**src/rtl/core/hts_pkg.sv**
```systemverilog
// Shared constants for the histogram triangular smoother.
package hts_pkg;

  // Bin and result sample width (signed Q8.8)
  localparam int unsigned DATA_W = 16;

  // Configuration register field width and reset value
  localparam int unsigned CFG_W = 5;
  localparam logic [CFG_W-1:0] HALF_WIDTH_RST = 5'd4;

  // Default largest half-width of the window
  localparam int unsigned MAX_WIDTH_DEF = 16;

  // APB port geometry
  localparam int unsigned APB_DW = 32;
  localparam int unsigned APB_AW = 3;

  // Register index, taken from paddr[2]
  localparam logic REG_HALF_WIDTH = 1'b0;

endpackage

```
**src/rtl/core/histogram_triangular_smoother.sv**
```systemverilog
// Histogram triangular smoother: bin store, weighted tap accumulator and divider.
//
// Bins come in on the slave stream one per transfer: tdata carries the signed
// Q8.8 value, tuser the undefined flag and tlast marks the final bin. Smoothed
// bins leave on the master stream, tdata the signed Q8.8 result and tlast set on
// the result for the final bin. The half-width W is the APB register at byte
// address 0 (0 acts as 1, above MAX_WIDTH acts as MAX_WIDTH).
// A bin's result is sent once W-1 later bins have been taken; the final bin
// flushes every pending result, oldest first. A bin that releases no result
// is taken and checked. Each result runs 2W-1 taps (one memory read and one
// multiply per tap), a pipeline drain, a division set-up step, a restoring
// division over ACC_W bits (26 at MAX_WIDTH 16), the load of the output
// register and a check step. The single bin-store read port and the shared
// divider set this sequence. A new bin is taken only once all results that
// the previous bin released are computed and loaded.
// Reset empties the histogram and sets W to 4; the bin store needs no clearing.
// When the receiver stalls, the held result waits in the output register while
// the next one is computed; the block then waits to load it.
module histogram_triangular_smoother #(
  parameter int unsigned MAX_WIDTH = hts_pkg::MAX_WIDTH_DEF
) (
  input  logic                          clk_i,
  input  logic                          rst_ni,
  // Bin stream
  input  logic                          s_axis_tvalid,
  output logic                          s_axis_tready,
  input  logic [hts_pkg::DATA_W-1:0]    s_axis_tdata,   // [15:0] bin_value
  input  logic                          s_axis_tuser,   // [0] bin_undefined
  input  logic                          s_axis_tlast,   // bin_last
  // Smoothed stream
  output logic                          m_axis_tvalid,
  input  logic                          m_axis_tready,
  output logic [hts_pkg::DATA_W-1:0]    m_axis_tdata,   // [15:0] smoothed_value
  output logic                          m_axis_tlast,   // result_last
  // Configuration
  input  logic                          psel,
  input  logic                          penable,
  input  logic                          pwrite,
  input  logic [hts_pkg::APB_AW-1:0]    paddr,
  input  logic [hts_pkg::APB_DW-1:0]    pwdata,
  output logic [hts_pkg::APB_DW-1:0]    prdata,
  output logic                          pready
);

  localparam int unsigned DW     = hts_pkg::DATA_W;
  localparam int unsigned DEPTH  = 2 * MAX_WIDTH - 1;
  localparam int unsigned AW     = (DEPTH > 1) ? $clog2(DEPTH) : 1;
  localparam int unsigned SEEN_W = $clog2(DEPTH + 1);
  localparam int unsigned WT_W   = $clog2(MAX_WIDTH + 1);
  localparam int unsigned T_W    = SEEN_W + 1;
  localparam int unsigned CNT_W  = $clog2(MAX_WIDTH * MAX_WIDTH + 1);
  localparam int unsigned ACC_W  = DW + CNT_W + 1;
  localparam int unsigned PROD_W = DW + WT_W + 1;
  localparam int unsigned DC_W   = $clog2(ACC_W + 1);

  typedef enum logic [6:0] {
    ST_IDLE     = 7'b0000001,
    ST_CHECK    = 7'b0000010,
    ST_TAPS     = 7'b0000100,
    ST_DRAIN    = 7'b0001000,
    ST_DIV_INIT = 7'b0010000,
    ST_DIV      = 7'b0100000,
    ST_OUT      = 7'b1000000
  } state_e;

  state_e state_q, state_d;

  // Configuration register
  logic [hts_pkg::CFG_W-1:0] half_width_q;
  logic [WT_W-1:0]           w;

  // Bin store and histogram bookkeeping
  logic [DW:0]        mem [DEPTH];
  logic [DW:0]        rd_q;
  logic [AW-1:0]      head_q, head_d;
  logic [SEEN_W-1:0]  bins_seen_q, bins_seen_d;
  logic [WT_W-1:0]    pending_q, pending_d;
  logic               last_q, last_d;

  // Tap sequencer
  logic signed [T_W-1:0] t_q, t_d;
  logic [WT_W-1:0]       wt_q, wt_d;
  logic                  rising_q, rising_d;
  logic                  tap_centre, tap_last, tap_inrange;
  logic signed [T_W-1:0] diff, addr_full;
  logic [AW-1:0]         rd_addr;
  logic                  emit;

  // Read stage and product stage
  logic               b_vld_q, b_inrange_q, b_centre_q, b_last_q;
  logic [WT_W-1:0]    b_wt_q;
  logic               c_vld_q, c_last_q;
  logic signed [PROD_W-1:0] prod_q;
  logic signed [ACC_W-1:0]  acc_q;
  logic [CNT_W-1:0]         cnt_q;
  logic                     centre_undef_q;

  // Divider
  logic [ACC_W-1:0]   quo_q;
  logic [CNT_W:0]     rem_q;
  logic [DC_W-1:0]    div_cnt_q;
  logic               neg_q;
  logic [CNT_W:0]     rem_shift;
  logic               rem_ge;
  logic [DW-1:0]      q_mag, q_res;

  // Output register
  logic               m_tvalid_q;
  logic [DW-1:0]      m_tdata_q;
  logic               m_tlast_q;
  logic               out_free, out_load, in_xfer, cfg_wr;

  assign in_xfer  = s_axis_tvalid && s_axis_tready;
  assign out_free = !m_tvalid_q || m_axis_tready;
  assign out_load = (state_q == ST_OUT) && out_free;

  // Configuration port
  assign pready = 1'b1;
  assign cfg_wr = psel && penable && pwrite && (paddr[2] == hts_pkg::REG_HALF_WIDTH);
  assign prdata = (paddr[2] == hts_pkg::REG_HALF_WIDTH) ?
                  hts_pkg::APB_DW'(half_width_q) : '0;

  always_ff @(posedge clk_i or negedge rst_ni) begin
    if (!rst_ni) begin
      half_width_q <= hts_pkg::HALF_WIDTH_RST;
    end else if (cfg_wr) begin
      half_width_q <= pwdata[hts_pkg::CFG_W-1:0];
    end
  end

  // Effective half-width, clamped to 1 .. MAX_WIDTH
  always_comb begin
    if (half_width_q == '0) begin
      w = WT_W'(1);
    end else if (32'(half_width_q) > MAX_WIDTH) begin
      w = WT_W'(MAX_WIDTH);
    end else begin
      w = WT_W'(half_width_q);
    end
  end

  // Tap decode: weight climbs to W at the centre, then falls back to 1
  assign tap_centre  = (wt_q == w);
  assign tap_last    = (wt_q == WT_W'(1)) && (!rising_q || tap_centre);
  assign tap_inrange = !t_q[T_W-1] && (t_q[SEEN_W-1:0] < bins_seen_q);
  assign emit        = last_q ? (pending_q != '0) : (pending_q >= w);

  // Age to store address, circular from the newest entry
  always_comb begin
    diff      = $signed(T_W'(head_q)) - t_q;
    addr_full = diff[T_W-1] ? diff + $signed(T_W'(DEPTH)) : diff;
    rd_addr   = t_q[T_W-1] ? head_q : addr_full[AW-1:0];
  end

  // Sequencer next state
  always_comb begin
    state_d     = state_q;
    head_d      = head_q;
    bins_seen_d = bins_seen_q;
    pending_d   = pending_q;
    last_d      = last_q;
    t_d         = t_q;
    wt_d        = wt_q;
    rising_d    = rising_q;
    unique case (state_q)
      ST_IDLE: begin
        if (s_axis_tvalid) begin
          head_d = (head_q == AW'(DEPTH - 1)) ? '0 : head_q + AW'(1);
          if (bins_seen_q < SEEN_W'(DEPTH)) bins_seen_d = bins_seen_q + SEEN_W'(1);
          if (pending_q < WT_W'(MAX_WIDTH)) pending_d = pending_q + WT_W'(1);
          last_d  = s_axis_tlast;
          state_d = ST_CHECK;
        end
      end
      ST_CHECK: begin
        if (emit) begin
          t_d      = $signed(T_W'(pending_q) + T_W'(w) - T_W'(2));
          wt_d     = WT_W'(1);
          rising_d = 1'b1;
          state_d  = ST_TAPS;
        end else begin
          if (last_q) bins_seen_d = '0;
          state_d = ST_IDLE;
        end
      end
      ST_TAPS: begin
        t_d      = t_q - $signed(T_W'(1));
        rising_d = rising_q && !tap_centre;
        wt_d     = (rising_q && !tap_centre) ? wt_q + WT_W'(1) : wt_q - WT_W'(1);
        if (tap_last) state_d = ST_DRAIN;
      end
      ST_DRAIN: begin
        if (c_vld_q && c_last_q) state_d = ST_DIV_INIT;
      end
      ST_DIV_INIT: begin
        state_d = ST_DIV;
      end
      ST_DIV: begin
        if (div_cnt_q == DC_W'(1)) state_d = ST_OUT;
      end
      ST_OUT: begin
        if (out_free) begin
          pending_d = pending_q - WT_W'(1);
          state_d   = ST_CHECK;
        end
      end
      default: state_d = ST_IDLE;
    endcase
  end

  // Control registers
  always_ff @(posedge clk_i or negedge rst_ni) begin
    if (!rst_ni) begin
      state_q     <= ST_IDLE;
      head_q      <= '0;
      bins_seen_q <= '0;
      pending_q   <= '0;
      last_q      <= 1'b0;
      t_q         <= '0;
      wt_q        <= '0;
      rising_q    <= 1'b0;
      b_vld_q     <= 1'b0;
      c_vld_q     <= 1'b0;
      div_cnt_q   <= '0;
      m_tvalid_q  <= 1'b0;
    end else begin
      state_q     <= state_d;
      head_q      <= head_d;
      bins_seen_q <= bins_seen_d;
      pending_q   <= pending_d;
      last_q      <= last_d;
      t_q         <= t_d;
      wt_q        <= wt_d;
      rising_q    <= rising_d;
      b_vld_q     <= (state_q == ST_TAPS);
      c_vld_q     <= b_vld_q;
      if (state_q == ST_DIV_INIT) begin
        div_cnt_q <= DC_W'(ACC_W);
      end else if (state_q == ST_DIV) begin
        div_cnt_q <= div_cnt_q - DC_W'(1);
      end
      m_tvalid_q  <= (m_tvalid_q && !m_axis_tready) || out_load;
    end
  end

  // Bin store: write on each bin transfer, registered read for the taps
  always_ff @(posedge clk_i) begin
    if (in_xfer) begin
      mem[head_d] <= {s_axis_tuser, s_axis_tdata};
    end
    if (state_q == ST_TAPS) begin
      rd_q <= mem[rd_addr];
    end
  end

  // Tap pipeline: weight product, weighted sum, divisor sum and centre flag
  always_ff @(posedge clk_i) begin
    b_inrange_q <= tap_inrange;
    b_centre_q  <= tap_centre;
    b_last_q    <= tap_last;
    b_wt_q      <= wt_q;
    c_last_q    <= b_last_q;
    if (b_inrange_q && !rd_q[DW]) begin
      prod_q <= PROD_W'($signed(rd_q[DW-1:0])) * PROD_W'($signed({1'b0, b_wt_q}));
    end else begin
      prod_q <= '0;
    end
    if (state_q == ST_CHECK) begin
      cnt_q <= '0;
    end else if (b_vld_q && b_inrange_q) begin
      cnt_q <= cnt_q + CNT_W'(b_wt_q);
    end
    if (b_vld_q && b_centre_q) begin
      centre_undef_q <= rd_q[DW];
    end
    if (state_q == ST_CHECK) begin
      acc_q <= '0;
    end else if (c_vld_q) begin
      acc_q <= acc_q + ACC_W'(prod_q);
    end
  end

  // Restoring division of the magnitude, one quotient bit per cycle
  assign rem_shift = {rem_q[CNT_W-1:0], quo_q[ACC_W-1]};
  assign rem_ge    = (rem_shift >= {1'b0, cnt_q});

  always_ff @(posedge clk_i) begin
    if (state_q == ST_DIV_INIT) begin
      neg_q <= acc_q[ACC_W-1];
      quo_q <= acc_q[ACC_W-1] ? ACC_W'(-acc_q) : ACC_W'(acc_q);
      rem_q <= '0;
    end else if (state_q == ST_DIV) begin
      quo_q <= {quo_q[ACC_W-2:0], rem_ge};
      rem_q <= rem_ge ? rem_shift - {1'b0, cnt_q} : rem_shift;
    end
  end

  // Sign restore and zero for an undefined centre; truncation toward zero falls out of the magnitude division
  assign q_mag = quo_q[DW-1:0];
  assign q_res = centre_undef_q ? '0 : (neg_q ? (~q_mag) + DW'(1) : q_mag);

  // Output register
  always_ff @(posedge clk_i) begin
    if (out_load) begin
      m_tdata_q <= q_res;
      m_tlast_q <= last_q && (pending_q == WT_W'(1));
    end
  end

  assign s_axis_tready = (state_q == ST_IDLE);
  assign m_axis_tvalid = m_tvalid_q;
  assign m_axis_tdata  = m_tdata_q;
  assign m_axis_tlast  = m_tlast_q;

  // Checks
  a_pending_bound: assert property (@(posedge clk_i) disable iff (!rst_ni)
    pending_q <= WT_W'(MAX_WIDTH))
    else $error("pending count above MAX_WIDTH");

  a_pending_seen: assert property (@(posedge clk_i) disable iff (!rst_ni)
    SEEN_W'(pending_q) <= bins_seen_q)
    else $error("more pending results than bins in the histogram");

  a_divisor_nonzero: assert property (@(posedge clk_i) disable iff (!rst_ni)
    (state_q == ST_DIV_INIT) |-> (cnt_q != '0))
    else $error("division started with a zero divisor");

  a_tap_pipe_state: assert property (@(posedge clk_i) disable iff (!rst_ni)
    c_vld_q |-> (state_q == ST_TAPS || state_q == ST_DRAIN))
    else $error("tap pipeline busy outside the tap phase");

  a_last_flushes: assert property (@(posedge clk_i) disable iff (!rst_ni)
    ($rose(m_tvalid_q) && m_tlast_q) |-> (pending_q == '0))
    else $error("final result sent with results still pending");

endmodule

```
**config.mk**
```make
export PLATFORM = sky130hd
export DESIGN_NAME = histogram_triangular_smoother
export DESIGN_NICKNAME = d
export VERILOG_FILES = /design/src/rtl/core/hts_pkg.sv /design/src/rtl/core/histogram_triangular_smoother.sv
export SDC_FILE = /design/constraint.sdc
export NUM_CORES = 1
export LEC_CHECK = 0
export BUFFER_PORTS_ARGS = -buffer_cell sky130_fd_sc_hd__buf_2
export CORE_MARGIN = 2
export CORE_UTILIZATION = 26
export CTS_CLUSTER_DIAMETER = 150
export DETAILED_ROUTE_END_ITERATION = 10
export PLACE_DENSITY = 0.47
export SLEW_MARGIN = 40
export SYNTH_ARGS = -nofsm -noshare
export SYNTH_HDL_FRONTEND = slang
export SYNTH_SLANG_ARGS = --single-unit
```
**constraint.sdc**
```tcl
create_clock -name clk_i -period 12.3 [get_ports clk_i]
set_clock_uncertainty 0.1 [all_clocks]
set_input_delay 1.845 -clock clk_i [delete_from_list [all_inputs] [get_ports clk_i]]
set_output_delay 1.845 -clock clk_i [all_outputs]
set_load 0.02 [all_outputs]
```
# Word-level counts from Yosys, hierarchy flattened
# Memory sizes are Yosys's and may differ from the RTL's. A register that Yosys moved wholly into a read port is not among the register bits.
# Index checks and enable logic that the tools add are counted.
# op_classes
n_eq_ne	22
n_addsub	17
n_mux	41
bitwise	2
multipliers	1
order_cmp	6
reduce_logical	34
# op_table
op	count
5-bit 2-to-1 mux	19
26-bit 2-to-1 mux	3
7-bit case mux with 7 select lines	1
7-bit 2-to-1 mux	5
5-bit case mux with 2 select lines	3
26-bit by 22-bit adder with 26-bit output	1
26-bit negation	1
5-bit by 1-bit adder with 5-bit output, second input constant	5
16-bit by 6-bit multiplier with 22-bit output	1
16-bit by 1-bit adder with 16-bit output, second input constant	1
16-bit 2-to-1 mux	1
2-bit inequality test, second input constant	8
16-bit inverter	1
5-bit by 1-bit == test with 1-bit output, second input constant	3
5-bit by 1-bit subtractor with 5-bit output, second input constant	3
1-bit logical AND	14
6-bit case mux with 2 select lines	1
6-bit by 2-bit subtractor with 6-bit output, second input constant	2
10-bit by 9-bit >= comparator with 1-bit output	1
5-bit < comparator, second input constant	2
5-bit AND reduction	2
9-bit by 5-bit adder with 9-bit output	1
9-bit 2-to-1 mux	1
9-bit subtractor	1
27 further kinds	42
# word_totals
regBits	168
elab_cells	151
output_inout_bits	52
ramBits	527
in_bits	60
mem_count	1
# memory_table
name	depth	width	rd	rd_ports_with_merged_regs	write_ports	line_no	source
mem	31	17	1	1	1	histogram_triangular_smoother.sv:73	logic [DW:0] mem [DEPTH];

# Depth between registers and ports, before layout
# logic_depth
depth_word	8
ltp_mapped	18
depth_no_buf	15

# Least setup slack after synthesis
# Ideal clock, no wire load.
# synth_path
kind	flip-flop to flip-flop
startpoint	register head_q[0]
endpoint	register rd_q[12], read port of mem, data pin
arrival_time_ns	4.126
setup_slack_ns	7.811
stages_incl_launch_ff	17
path_buffers	4
setup_time_ns	0.263
required_ns	11.937
period_less_slack_ns	4.489
cell_sequence	dfrtp_1 buf_1 clkbuf_1 inv_1 ha_1 inv_1 fa_1 inv_1 ha_1 nor2b_1 o31ai_1 nor3_2 buf_2 clkbuf_1 a31oi_1 a32o_1 a2111o_1
# synth_via
elab_chain_len	4
# synth_lines
element	line_no	source
from (decl)	histogram_triangular_smoother.sv:75	logic [AW-1:0] head_q, head_d;
from (signal assigned)	histogram_triangular_smoother.sv:215	head_q <= '0;
from (signal assigned)	histogram_triangular_smoother.sv:228	head_q <= head_d;
6-bit subtractor	histogram_triangular_smoother.sv:150	diff = $signed(T_W'(head_q)) - t_q;
5-bit by 1-bit adder with 5-bit output	histogram_triangular_smoother.sv:151	addr_full = diff[T_W-1] ? diff + $signed(T_W'(DEPTH)) : diff;
5-bit 2-to-1 mux	histogram_triangular_smoother.sv:151	
5-bit 2-to-1 mux (*)	histogram_triangular_smoother.sv:152	rd_addr = t_q[T_W-1] ? head_q : addr_full[AW-1:0];
to (decl)	histogram_triangular_smoother.sv:74	logic [DW:0] rd_q;
# Every way passes the cells marked *; elsewhere a longest branch is shown, timed or not.
# A chain may end at the register's enable or synchronous reset.

# Worst setup path after layout
# layout_path
startpoint	register head_q[0]
endpoint	register rd_q[8], read port of mem, data pin
# Same word-level chain as after synthesis.

==> run summary <==
The run finished with clean final reports. Across the run, the number of max-cap violations was 0. The insertion delay to the later sink of the worst-skew pair came out at 0.69 ns.

The first TritonRoute pass finished after 5 iterations. The depth of the worst register-to-register path came out at 16. The worst slack on hold paths is 0.230 ns. The path with the worst hold slack has its endpoint at c_last_q. The ratio of total power to cell area came out at 277 nW/um^2. The final standard cell utilization of the core came out at between 30% and 40%.

Counting flops with an async set or reset pin after synthesis yields a share of 6.74%. The placed wire-length estimate is between 50 and 60 mm. The overall die width came out at around 370 microns. The internal power of the cells is between 6000 and 7000 uW. The floorplan die area came out at 140000 sq um.

The endpoint class of the critical path is a flip-flop. Setup repair after global routing left no endpoint under its margin. Post-CTS repair changed the size of 0 cells. The first-pass GRT wire length is 142 mm. The DRC violation count after routing came out at 0. The number of antenna violations at the first check in global routing came out at 1. TritonCTS built the clock tree.

Global routing consumed, over all layers together, 13.1% of the routing resources. The number of hold buffers added after CTS was 0. The count of fill cells added during filler insertion is 13800. The start point of the worst hold path is b_last_q.

Counting instances in the post-synthesis netlist gives the leading cell types as edfxtp_1 (589), nand2_1 (398), nor2_1 (167), inv_1 (162), mux2i_1 (155). In this run, synthesis produced a sequential element count of 712. The clock network is responsible for 22.3% of the overall power. The aggregate global routing overflow came out at 0. edfxtp_1 takes more of the synthesized area than any other cell.

The placement row count came out at 135. The max-slew headroom at the worst pin is 42.3%. The largest net degree at the start of global routing is 65. The sequential group share of total power is 27.3%.

The synthesized instance count is about 3000. The post-route netlist has 10.6% of its cells at a drive strength greater than 1. The number of ports placed on the die boundary came out at 112. The switching share of total power is 44.9%. The cell total after placement came out at 4760. The total CTS buffers came out at 81. The count of input and output buffers is 54. The proportion of power drawn by combinational gates came out at 50.4%. Setup violations remaining at the end of the flow were counted as 0.

The worst setup path is launched from a flip-flop. The most instantiated library cell after synthesis is edfxtp_1. The via count normalized by instance count came out at 4.75. The maximum root-to-sink buffer count is 3. The net load switching power is just over 5000 uW. The most used flip-flop cell after synthesis is edfxtp_1. The slew at the pin closest to its max-slew limit is ~0.84 ns. The reg-to-reg setup timing slack came out at 6.41 ns.

The final weighted congestion in routability-driven placement came out at 0.754. In this run, distinct cell masters in the synthesized netlist total 88. The hold violation total from the final report is 0. The final count of pins violating max slew came to 0. The data arrival time of the critical path is 6.10 ns. The number of nets with antenna violations after routing came out at 0. The tree is rooted in a clkbuf_16. Static timing analysis puts the maximum clock frequency at 170 MHz. The minimum period implied by the final worst setup slack is 5.89 ns. After detailed routing, the average wire length per cell comes to 19.0 microns. The number of flops mapped to enable cells by yosys is 589. The worst register-to-register path ends at rd_q[8].

The number of buffers added for setup after CTS came out at 0. Along the worst path, the maximum fanout reaches 45. In the final timing run, aggregate negative setup slack is 0 ns. By startpoint and endpoint, the worst setup path is classified as reg2reg. The number of H-tree levels is 3. The overall power after layout came out at 11300 uW. The launch point of the worst reg-to-reg path is head_q[0].

The layout overhead on the synthesized area came out at 14.8%. The via count of the first global-routing pass came out at 23000. The worst min-delay path category is reg2reg. The data required time of the critical path came out at around 13 ns. The Yosys step of the flow raised 0 warnings.

The violation count after the first detailed-route iteration came out at between 1500 and 2000. In the post-synthesis netlist, the biggest area contributors are edfxtp_1 (50%), mux2i_1 (4.4%), dfxtp_1 (4.2%), nand2_1 (4.2%), ha_1 (4.2%). The number of non-filler instances in the completed layout came out at 4907. The total number of vias came out at 23300.

The worst vdd rail ir drop came out at 0.255 mV. The average instance in the mapped netlist occupies 11.8 sq um. The routed design has roughly 93 mm of wire.

The sequential area share after synthesis came out at ~57%. After clock tree synthesis, the clock-pin slew on the worst setup and hold paths is roughly 0.06 ns. The die boundary height came out at about 370 microns. The portion of synthesized cell area occupied by the leading cell type is 49.8%. Dividing the final minimum period by the clock period gives 47.9%. The leakage power of the design came out at 0.0150 uW. The initial utilization of the core area, before any placement, comes to 26.2%. In the final design database the tool counted 3295 nets. The worst hold path was traced through 0 stages. Counting every sink on the clock net gives 712. The region available for standard cell placement spans 135000 sq um. After synthesis the cells add up to 35500 sq um.
[per-stage QoR]
step / instance area [sq um] / setup WS, ns
global route: 40800 / 6.18
detailed placement: 38000 / 6.42
global placement: 38000 / 6.23
floorplan: 35600 / 7.81
finish: 40800 / 6.41
CTS: 40800 / 6.38
[logic make-up after synthesis]
family	count (synthesis)	synth area share [%]
AND/OR/NAND/NOR	930	12.5
flip-flops	712	57.4
AO/OA/AOI/OAI	591	11.8
buffers and inverters	340	3.98
adder cells (fa/ha/maj)	173	7.23
multiplexers	162	4.59
XOR/XNOR	100	2.47
other	2	0.0211
[power groups by stage]
stage	Combinational (uW)	Clock, uW	Sequential [uW]
after detailed placement	5720	0	3140
after CTS	5740	2590	3090
after global placement	5670	0	3140
final	5710	2520	3090
after global routing	6270	2670	3120
after floorplan	3860	0	3030
[sequential cells by signal, indices dropped and copies added, names as in the netlist, 6 cells and up]
name / cells
cnt_q: 9
t_q: 6
mem: 527
prod_q: 22
state_q: 7
m_axis_tdata: 16
rd_q: 17
rem_q: 9
quo_q: 26
acc_q: 26
[cell type report]
type                       count  area [sq um]  share of cell area (%)
antenna                        1          2.50                 0.00613
clock buffer                 100          2140                    5.24
clock inverter                46           646                    1.58
inverter                     163           614                    1.51
multi-input combinational   1984         14000                    34.3
sequential                   712         20400                    50.0
tap                         1781          2230                    5.46
timing repair buffer         120           773                    1.90
[worst max path at each step]
stage	startpoint	endpoint	slack, ns	depth (start not counted)
5_1_grt	head_q[0]	rd_q[14]	6.18	16
3_5_place_dp	head_q[0]	rd_q[13]	6.42	16
2_1_floorplan	head_q[0]	rd_q[12]	7.81	16
6_report	head_q[0]	rd_q[8]	6.41	16
3_3_place_gp	head_q[0]	rd_q[8]	6.23	16
4_1_cts	head_q[0]	rd_q[13]	6.38	16
[routing by layer]
metal	share of wire (%)	global-route usage, %	up-vias
met4	1.9	3.15	0
met2	47	21.4	418
li1	-	-	11200
met3	4.0	2.10	119
met5	0	0	-
met1	47	18.1	11600
[worst max-delay path, stage by stage (launching register included)]
cell and delay (ns):
dfrtp_1 0.36, buf_4 0.31, inv_1 0.20, ha_1 0.24
inv_1 0.07, fa_1 0.59, inv_1 0.11, ha_1 0.18
nor2b_1 0.18, and3_1 0.23, and3_1 0.37, nor3_4 0.49
buf_4 0.66, mux2i_1 0.27, o22ai_1 0.11, o311ai_1 0.74
o211ai_1 0.28
[cell usage in the layout (no fill, tap or decap), types with 12 or more instances in the layout]
cell type	synthesis	routed
a221oi_1	20	20
a31oi_1	25	25
o31a_1	25	25
a2111oi_0	54	53
dfrtp_1	46	46
o32ai_1	12	12
buf_2	22	54
nand4_1	27	27
clkbuf_1	112	16
mux2i_1	155	155
inv_1	162	161
xor2_1	49	49
a32oi_1	32	32
nand2_1	398	395
conb_1	2	28
o31ai_1	20	19
o211ai_1	19	19
edfxtp_1	589	589
a21o_1	21	21
buf_4	29	64
clkbuf_16	0	82
a21oi_1	86	86
nor2_1	167	137
or3_1	14	14
nand3b_1	17	17
nor2b_1	21	20
and2_1	76	76
fa_1	54	54
nand3_1	76	75
o22ai_1	36	36
nor3_1	37	33
a211oi_1	24	24
xnor2_1	51	51
o21ai_0	116	115
dfxtp_1	75	75
ha_1	119	119
nor2_2	0	27
Power figures use the tool's default switching activity.
